### src/sv/pept_pkg.sv
// ----------------------------------------------------------------------------
// pept_pkg: shared types for the endpoint table
// Request codes, table entry layout and the controller/datapath interface.
// ----------------------------------------------------------------------------
`default_nettype none

package pept_pkg;

   // request codes carried on req_type
   typedef enum logic [1:0] {
      REQ_ADD    = 2'd0,
      REQ_REMOVE = 2'd1,
      REQ_HAS    = 2'd2,
      REQ_NONE   = 2'd3
   } req_code_type;

   // match key: cpu, channel, port
   typedef struct packed {
      logic [7:0]  cpu;
      logic [7:0]  channel;
      logic [15:0] port;
   } key_type;

   // one stored table entry (56 bits)
   typedef struct packed {
      logic [7:0]  opcode;
      key_type     key;
      logic [15:0] topic;
   } entry_type;

   // commands from controller to datapath
   typedef struct packed {
      logic load;    // capture request, restart scan
      logic rd;      // read table slot at scan address
      logic commit;  // apply table update, issue response
   } cmd_type;

   // status from datapath to controller
   typedef struct packed {
      logic addr_last;  // scan address is on the last slot
   } stat_type;

endpackage

`default_nettype wire

### src/sv/pept_ctrl.sv
// ----------------------------------------------------------------------------
// pept_ctrl: request sequencer
// Walks each transaction through scan, drain and commit phases.
// ----------------------------------------------------------------------------
`default_nettype none

module pept_ctrl (
   input  wire logic              clock,
   input  wire logic              reset,
   input  wire logic              start,
   output logic                   busy,
   output pept_pkg::cmd_type      cmd,
   input  wire pept_pkg::stat_type stat
);

   typedef enum logic [3:0] {
      ST_IDLE   = 4'b0001,
      ST_SCAN   = 4'b0010,
      ST_DRAIN  = 4'b0100,
      ST_COMMIT = 4'b1000
   } state_type;

   state_type state_ff;
   state_type state_in;

   // next state and command decode
   always_comb begin
      state_in   = state_ff;
      cmd        = '0;
      unique case (state_ff)
         ST_IDLE: begin
            if (start) begin
               cmd.load = 1'b1;
               state_in = ST_SCAN;
            end
         end
         ST_SCAN: begin
            cmd.rd = 1'b1;
            if (stat.addr_last) begin
               state_in = ST_DRAIN;
            end
         end
         ST_DRAIN: begin
            // last slot is compared this cycle
            state_in = ST_COMMIT;
         end
         ST_COMMIT: begin
            cmd.commit = 1'b1;
            state_in   = ST_IDLE;
         end
         default: begin
            state_in = ST_IDLE;
         end
      endcase
   end

   always_ff @(posedge clock) begin
      if (reset) begin
         state_ff <= ST_IDLE;
      end else begin
         state_ff <= state_in;
      end
   end

   assign busy = (state_ff != ST_IDLE);

endmodule

`default_nettype wire

### src/sv/pept_dpath.sv
// ----------------------------------------------------------------------------
// pept_dpath: table storage and scan datapath
// Entry memory, per-slot valid bits, scan compare and update logic.
// ----------------------------------------------------------------------------
`default_nettype none

module pept_dpath #(
   parameter int TABLE_DEPTH = 16
) (
   input  wire logic               clock,
   input  wire logic               reset,
   input  wire pept_pkg::cmd_type  cmd,
   output pept_pkg::stat_type      stat,
   input  wire logic [1:0]         req_type,
   input  wire logic [7:0]         req_entry_opcode,
   input  wire logic [7:0]         req_entry_cpu,
   input  wire logic [7:0]         req_entry_channel,
   input  wire logic [15:0]        req_entry_port,
   input  wire logic [15:0]        req_entry_topic,
   output logic                    rsp_strobe,
   output logic                    rsp_success
);

   localparam int AW = (TABLE_DEPTH > 1) ? $clog2(TABLE_DEPTH) : 1;

   // entry memory, no reset; valid bits gate every read
   pept_pkg::entry_type mem [TABLE_DEPTH];

   logic [TABLE_DEPTH-1:0] valid_ff;
   logic [TABLE_DEPTH-1:0] valid_in;

   // captured transaction
   logic [1:0]            req_type_ff;
   pept_pkg::entry_type   entry_ff;

   // scan pipeline
   logic [AW-1:0]         rd_addr_ff;
   logic [AW-1:0]         cmp_addr_ff;
   logic                  rd_vld_ff;
   pept_pkg::entry_type   rd_data_ff;

   // scan results
   logic                  match_found_ff;
   logic [AW-1:0]         match_idx_ff;
   logic                  slot_found_ff;
   logic [AW-1:0]         slot_idx_ff;

   logic                  rsp_strobe_ff;
   logic                  rsp_success_ff;
   logic                  rsp_success_in;

   logic                  cmp_valid;
   logic                  cmp_hit;
   logic                  cmp_free;
   logic                  wr_en;

   assign stat.addr_last = (rd_addr_ff == AW'(TABLE_DEPTH - 1));

   // request capture
   always_ff @(posedge clock) begin
      if (cmd.load) begin
         req_type_ff          <= req_type;
         entry_ff.opcode      <= req_entry_opcode;
         entry_ff.key.cpu     <= req_entry_cpu;
         entry_ff.key.channel <= req_entry_channel;
         entry_ff.key.port    <= req_entry_port;
         entry_ff.topic       <= req_entry_topic;
      end
   end

   // scan address and read-valid pipeline
   always_ff @(posedge clock) begin
      if (reset) begin
         rd_vld_ff <= 1'b0;
      end else begin
         rd_vld_ff <= cmd.rd;
      end
   end

   always_ff @(posedge clock) begin
      if (cmd.load) begin
         rd_addr_ff <= '0;
      end else if (cmd.rd) begin
         rd_addr_ff <= rd_addr_ff + AW'(1);
      end
      cmp_addr_ff <= rd_addr_ff;
   end

   // memory: registered read, single write port
   always_ff @(posedge clock) begin
      if (cmd.rd) begin
         rd_data_ff <= mem[rd_addr_ff];
      end
      if (wr_en) begin
         mem[slot_idx_ff] <= entry_ff;
      end
   end

   // compare stage: first valid match, first free-or-matching slot
   assign cmp_valid = valid_ff[cmp_addr_ff];
   assign cmp_hit   = rd_vld_ff && cmp_valid && (rd_data_ff.key == entry_ff.key);
   assign cmp_free  = rd_vld_ff && !cmp_valid;

   always_ff @(posedge clock) begin
      if (reset || cmd.load) begin
         match_found_ff <= 1'b0;
         slot_found_ff  <= 1'b0;
      end else begin
         if (cmp_hit && !match_found_ff) begin
            match_found_ff <= 1'b1;
         end
         if ((cmp_hit || cmp_free) && !slot_found_ff) begin
            slot_found_ff <= 1'b1;
         end
      end
   end

   always_ff @(posedge clock) begin
      if (cmp_hit && !match_found_ff) begin
         match_idx_ff <= cmp_addr_ff;
      end
      if ((cmp_hit || cmp_free) && !slot_found_ff) begin
         slot_idx_ff <= cmp_addr_ff;
      end
   end

   // commit: clear old match, then store new entry
   assign wr_en = cmd.commit && (req_type_ff == pept_pkg::REQ_ADD) && slot_found_ff;

   always_comb begin
      valid_in       = valid_ff;
      rsp_success_in = 1'b0;
      if (cmd.commit) begin
         case (req_type_ff)
            pept_pkg::REQ_ADD: begin
               if (match_found_ff) begin
                  valid_in[match_idx_ff] = 1'b0;
               end
               if (slot_found_ff) begin
                  valid_in[slot_idx_ff] = (entry_ff.opcode != 8'd0);
               end
               rsp_success_in = slot_found_ff;
            end
            pept_pkg::REQ_REMOVE: begin
               if (match_found_ff) begin
                  valid_in[match_idx_ff] = 1'b0;
               end
               rsp_success_in = match_found_ff;
            end
            pept_pkg::REQ_HAS: begin
               rsp_success_in = match_found_ff;
            end
            default: begin
               rsp_success_in = 1'b0;
            end
         endcase
      end
   end

   always_ff @(posedge clock) begin
      if (reset) begin
         valid_ff      <= '0;
         rsp_strobe_ff <= 1'b0;
      end else begin
         valid_ff      <= valid_in;
         rsp_strobe_ff <= cmd.commit;
      end
   end

   always_ff @(posedge clock) begin
      rsp_success_ff <= rsp_success_in;
   end

   assign rsp_strobe  = rsp_strobe_ff;
   assign rsp_success = rsp_success_ff;

endmodule

`default_nettype wire

### src/sv/pubsub_endpoint_table_core.sv
// ----------------------------------------------------------------------------
// pubsub_endpoint_table_core: publisher/subscriber endpoint table
// Associative table keyed by cpu, channel and port with add, remove and query.
// ----------------------------------------------------------------------------
// A transaction is taken when start is high and busy is low. Every transaction
// scans all TABLE_DEPTH slots through the single read port of the entry
// memory, one slot per cycle, then compares the last slot in the drain state
// and commits in the commit state; busy is high throughout. rsp_strobe pulses
// for one cycle with rsp_success in the first cycle with busy low; the receiver
// cannot stall it, and a new transaction may be started in that same cycle.
// Reset marks every slot free.
// ----------------------------------------------------------------------------
`default_nettype none

module pubsub_endpoint_table_core #(
   parameter int TABLE_DEPTH = 16
) (
   input  wire logic        clock,
   input  wire logic        reset,
   input  wire logic        start,
   output logic             busy,
   input  wire logic [1:0]  req_type,
   input  wire logic [7:0]  req_entry_opcode,
   input  wire logic [7:0]  req_entry_cpu,
   input  wire logic [7:0]  req_entry_channel,
   input  wire logic [15:0] req_entry_port,
   input  wire logic [15:0] req_entry_topic,
   output logic             rsp_strobe,
   output logic             rsp_success
);

   pept_pkg::cmd_type  cmd;
   pept_pkg::stat_type stat;

   // sequencer
   pept_ctrl u_ctrl (
      .clock (clock),
      .reset (reset),
      .start (start),
      .busy  (busy),
      .cmd   (cmd),
      .stat  (stat)
   );

   // table and scan datapath
   pept_dpath #(
      .TABLE_DEPTH (TABLE_DEPTH)
   ) u_dpath (
      .clock             (clock),
      .reset             (reset),
      .cmd               (cmd),
      .stat              (stat),
      .req_type          (req_type),
      .req_entry_opcode  (req_entry_opcode),
      .req_entry_cpu     (req_entry_cpu),
      .req_entry_channel (req_entry_channel),
      .req_entry_port    (req_entry_port),
      .req_entry_topic   (req_entry_topic),
      .rsp_strobe        (rsp_strobe),
      .rsp_success       (rsp_success)
   );

endmodule

`default_nettype wire

### config.mk
export PLATFORM = sky130hd
export DESIGN_NAME = pubsub_endpoint_table_core
export DESIGN_NICKNAME = d
export VERILOG_FILES = /design/src/sv/pept_pkg.sv /design/src/sv/pept_ctrl.sv /design/src/sv/pept_dpath.sv /design/src/sv/pubsub_endpoint_table_core.sv
export SDC_FILE = /design/constraint.sdc
export NUM_CORES = 1
export LEC_CHECK = 0
export BUFFER_PORTS_ARGS = -buffer_cell sky130_fd_sc_hd__buf_2
export CORE_MARGIN = 10
export CORE_UTILIZATION = 60
export CTS_CLUSTER_DIAMETER = 200
export CTS_CLUSTER_SIZE = 20
export DETAILED_ROUTE_END_ITERATION = 10
export PLACE_DENSITY = 0.79
export SYNTH_ARGS = -nofsm -noshare
export SYNTH_HDL_FRONTEND = slang
export SYNTH_SLANG_ARGS = --single-unit
export TNS_END_PERCENT = 1
### constraint.sdc
create_clock -name clock -period 5.1 [get_ports clock]
set_input_delay 1.02 -clock clock [delete_from_list [all_inputs] [get_ports clock]]
set_output_delay 1.02 -clock clock [all_outputs]
set_load 0.01 [all_outputs]
==> impl_metrics.py <==
metrics = {
    "synthesis": {
        "avgSynthCellArea_um2": 22.4,
        "syn_nets": 1121,
        "syn_area_mm2": 0.0237,
        "yosysSeqAreaShare_pct": 78.0,
        "synthTopCellsByCount": "edfxtp_1 (594), mux4_2 (162), nor2_1 (37)",
        "ys.flop_type": "edfxtp_1",
        "synth-edff-count": 594,
        "synth-seq-cells": 627,
        "async_reset_ff_share_pct": 0,
        "synth_top_area_share_pct": 75.2,
        "yosysTopAreaCell": "edfxtp_1",
        "synth_cells": 1056,
        "synthTopCellsByArea": "edfxtp_1 (75%), mux4_2 (15%), dfxtp_1 (2.8%)",
        "yosysMostFrequentCell": "edfxtp_1",
        "synth.distinct_cells": 41,
        "ys_warn_count": 0,
    },
    "sta": {
        "maxSlewHeadroom_pct": 27.9,
        "fin_skew_ps": 24.1,
        "hold_viol": 0,
        "setup_viol": 0,
        "rsz0062_at_grt": "no",
        "slew_viol_final": 0,
        "holdWs_ps": 477,
        "min_period_ps": 3180,
        "setup_tns_ps": 0,
        "max_freq_mhz": 314,
        "period_share_pct": 62.4,
        "worst_pin_slew_ps": 1080,
        "layout_setup_ws_ps": 1920,
    },
    "floorplan": {
        "dieWidth_um": 219,
        "rows": 72,
        "die_y_um": 219,
        "coreArea_mm2": 0.0388,
        "start_util_pct": 61.1,
        "die_area_mm2": 0.0479,
        "pin_count": 64,
    },
    "grt": {
        "grt_pass1_vias": 11100,
        "grt_remaining_overflow": 0,
        "grtUsageTotal_pct": 20.6,
        "grt_pass1_wl_um": 72300,
        "grt_max_degree": 70,
        "antenna_found_initial": 0,
    },
    "setup_path": {
        "crit_path_max_incr_delay_ps": 880,
        "cp.arrival_ps": 3410,
        "critPathKind": "flip-flop to flip-flop",
        "critPathSlowestCell": "nor2_4",
        "cp.required_ps": 5330,
        "ff2ff_setup_slack_ps": 1920,
        "path_cells": "nor4b_1 -> and3_1 -> nand2_1 -> nor2_4 -> buf_4",
        "worst-path-max-fanout": 22,
        "end_kind": "flip-flop",
        "start_kind": "flip-flop",
        "reg2regPathDepth": 5,
        "r2r_start": "u_ctrl.state_ff[3]$_SDFFE_PP0P_",
        "r2r_end": "u_dpath.mem[5][41]$_DFFE_PP_",
    },
    "cts": {
        "cts.clk_slew.worst_paths_ps": 80,
        "cts-buffers-inserted": 37,
        "cts_sinks": 627,
        "cts_setup_buffers": 0,
        "cts_root_buf": "clkbuf_16",
        "cts_tree": "done",
        "clockBufferDepth": 3,
        "cts_resized": 0,
        "worst_skew_pair.late_latency_ps": 550,
        "cts_hold_repair.buffers": 0,
        "h-tree-depth": 2,
    },
    "finish": {
        "multiInputGateArea_mm2": 0.00513,
        "drive_gt1_share_pct": 26.4,
        "seq_area_mm2": 0.0185,
        "synthToLayoutAreaGrowth_pct": 8.98,
        "num_antenna_cells": 0,
        "fillers": 2365,
        "num-nets-final": 1187,
    },
    "drt": {
        "num_vias": 10900,
        "routedWlPerCell_um": 28.9,
        "detail_route.drc_violations": 0,
        "drtIter0Drc": 1281,
        "final_antenna_net_count": 0,
        "first_pass_iters": 6,
        "viasPerCell": 6.57,
        "wl_um": 48000,
    },
    "worst_hold_path": {
        "hold_path_end": "u_dpath.valid_ff[10]$_SDFFE_PP0P_",
        "min_path_type": "flip-flop to flip-flop",
        "min_from": "u_dpath.valid_ff[10]$_SDFFE_PP0P_",
        "whs_path_depth": 2,
    },
    "power_and_ir_drop": {
        "p_leak_uw": 0.00770,
        "power-per-cell-area_mw_per_mm2": 348,
        "vdd_drop_max_mv": 0.306,
    },
    "placement": {
        "gp_congestion": 0.880,
        "dp_slack_ps": 1940,
        "numPortBuffers": 47,
        "hpwlAfterDp_um": 26300,
    },
    "run": {
        "drv_cap": 0,
    },
    "status": {
        "status": "complete, no violations",
    },
}
kinds of logic after synthesis:
logic type	after synthesis	share of synthesized area, %
AND/OR/NAND/NOR	109	2.33
XOR/XNOR	35	1.29
flip-flops	627	78.0
multiplexers	167	15.6
adder cells (fa/ha/maj)	4	0.211
AO/OA/AOI/OAI	63	1.66
buffers and inverters	51	0.876
registers in the layout, indices dropped and copies added, names as in the netlist:
register / flops
u_dpath.rsp_strobe: 1
u_dpath.rd_data_ff: 32
u_dpath.match_found_ff: 1
u_dpath.rd_vld_ff: 1
u_dpath.slot_found_ff: 1
u_dpath.req_type_ff: 2
u_dpath.cmp_addr_ff: 4
u_dpath.rd_addr_ff: 4
u_dpath.entry_ff: 40
u_dpath.mem: 512
u_dpath.slot_idx_ff: 4
u_ctrl.state_ff: 4
u_dpath.valid_ff: 16
u_dpath.match_idx_ff: 4
u_dpath.rsp_success: 1
routing by layer:
metal / part of all wire [%] / global-route usage [%] / routed length, um
met3: 8.7 / 3.74 / 4170
met2: 51 / 33.5 / 24500
met4: 1.9 / 5.38 / 919
met5: 0 / 0 / 0
met1: 38 / 28.6 / 18400
how the worst max path moves through the flow:
stage	start	end	slack, ps	depth (start not counted)
2_1_floorplan	u_ctrl.state_ff[2]$_SDFFE_PP0P_	u_dpath.rd_addr_ff[3]$_SDFFE_PP0P_	1300	5
3_3_place_gp	u_ctrl.state_ff[3]$_SDFFE_PP0P_	u_dpath.mem[3][17]$_DFFE_PP_	2000	5
3_5_place_dp	u_ctrl.state_ff[3]$_SDFFE_PP0P_	u_dpath.mem[3][17]$_DFFE_PP_	1940	5
4_1_cts	u_ctrl.state_ff[3]$_SDFFE_PP0P_	u_dpath.mem[5][41]$_DFFE_PP_	1900	5
5_1_grt	u_ctrl.state_ff[3]$_SDFFE_PP0P_	u_dpath.mem[9][41]$_DFFE_PP_	1670	5
6_report	u_ctrl.state_ff[3]$_SDFFE_PP0P_	u_dpath.mem[5][41]$_DFFE_PP_	1920	5
layout by cell type, fill, tap and decap left out, types with 2 or more instances in the layout:
cell,instances
mux2i_1,5
nor2_4,17
and3_1,4
nand4_1,2
nor3_2,2
nor2_1,20
a31oi_1,2
buf_2,47
a21oi_1,20
clkbuf_1,20
a32oi_1,2
nand2_1,20
nor4_1,11
a221oi_1,2
or2_2,2
a22oi_1,14
xor2_1,33
nor2b_1,8
buf_12,2
edfxtp_1,594
xnor2_1,2
a2111o_1,2
buf_4,23
dfxtp_2,2
nor3_1,3
o21ai_0,16
inv_1,6
nand3_1,9
ha_1,4
dfxtp_4,2
dfxtp_1,29
clkbuf_16,39
mux4_2,162
nand2b_1,5
power by group:
part           total [uW]  switching, uW  internal, uW
clock                2980           1550          1430
sequential           5770           97.7          5670
combinational         244            110           134
per-stage QoR:
| stage | total power, uW | utilization, % | cell area (um^2) | instances |
|---|---|---|---|---|
| 3_5_place_dp | 6140 | 63.8 | 24800 | 1601 |
| 6_report | 8990 | 66.5 | 25800 | 1662 |
| 3_3_place_gp | 6130 | 63.8 | 24800 | 1601 |
| 5_1_grt | 9250 | 66.5 | 25800 | 1662 |
| 4_1_cts | 9060 | 66.5 | 25800 | 1662 |
| 2_1_floorplan | 6040 | - | 23700 | 1056 |
critical path, delay by kind of cell, from the launching register on:
family        cells  cell delay [ps]
flops             1              490
buf+inv           1              400
simple gates      4             1940
area by class of cell:
class	count	share of cell area [%]
Inverter	6	0.0872
Clock buffer	59	4.07
Multi-Input combinational cell	378	19.9
Tap cell	518	2.51
Sequential cell	627	71.6
Timing Repair Buffer	72	1.73
Clock inverter	2	0.0969
(Power assumes the default switching activity.)
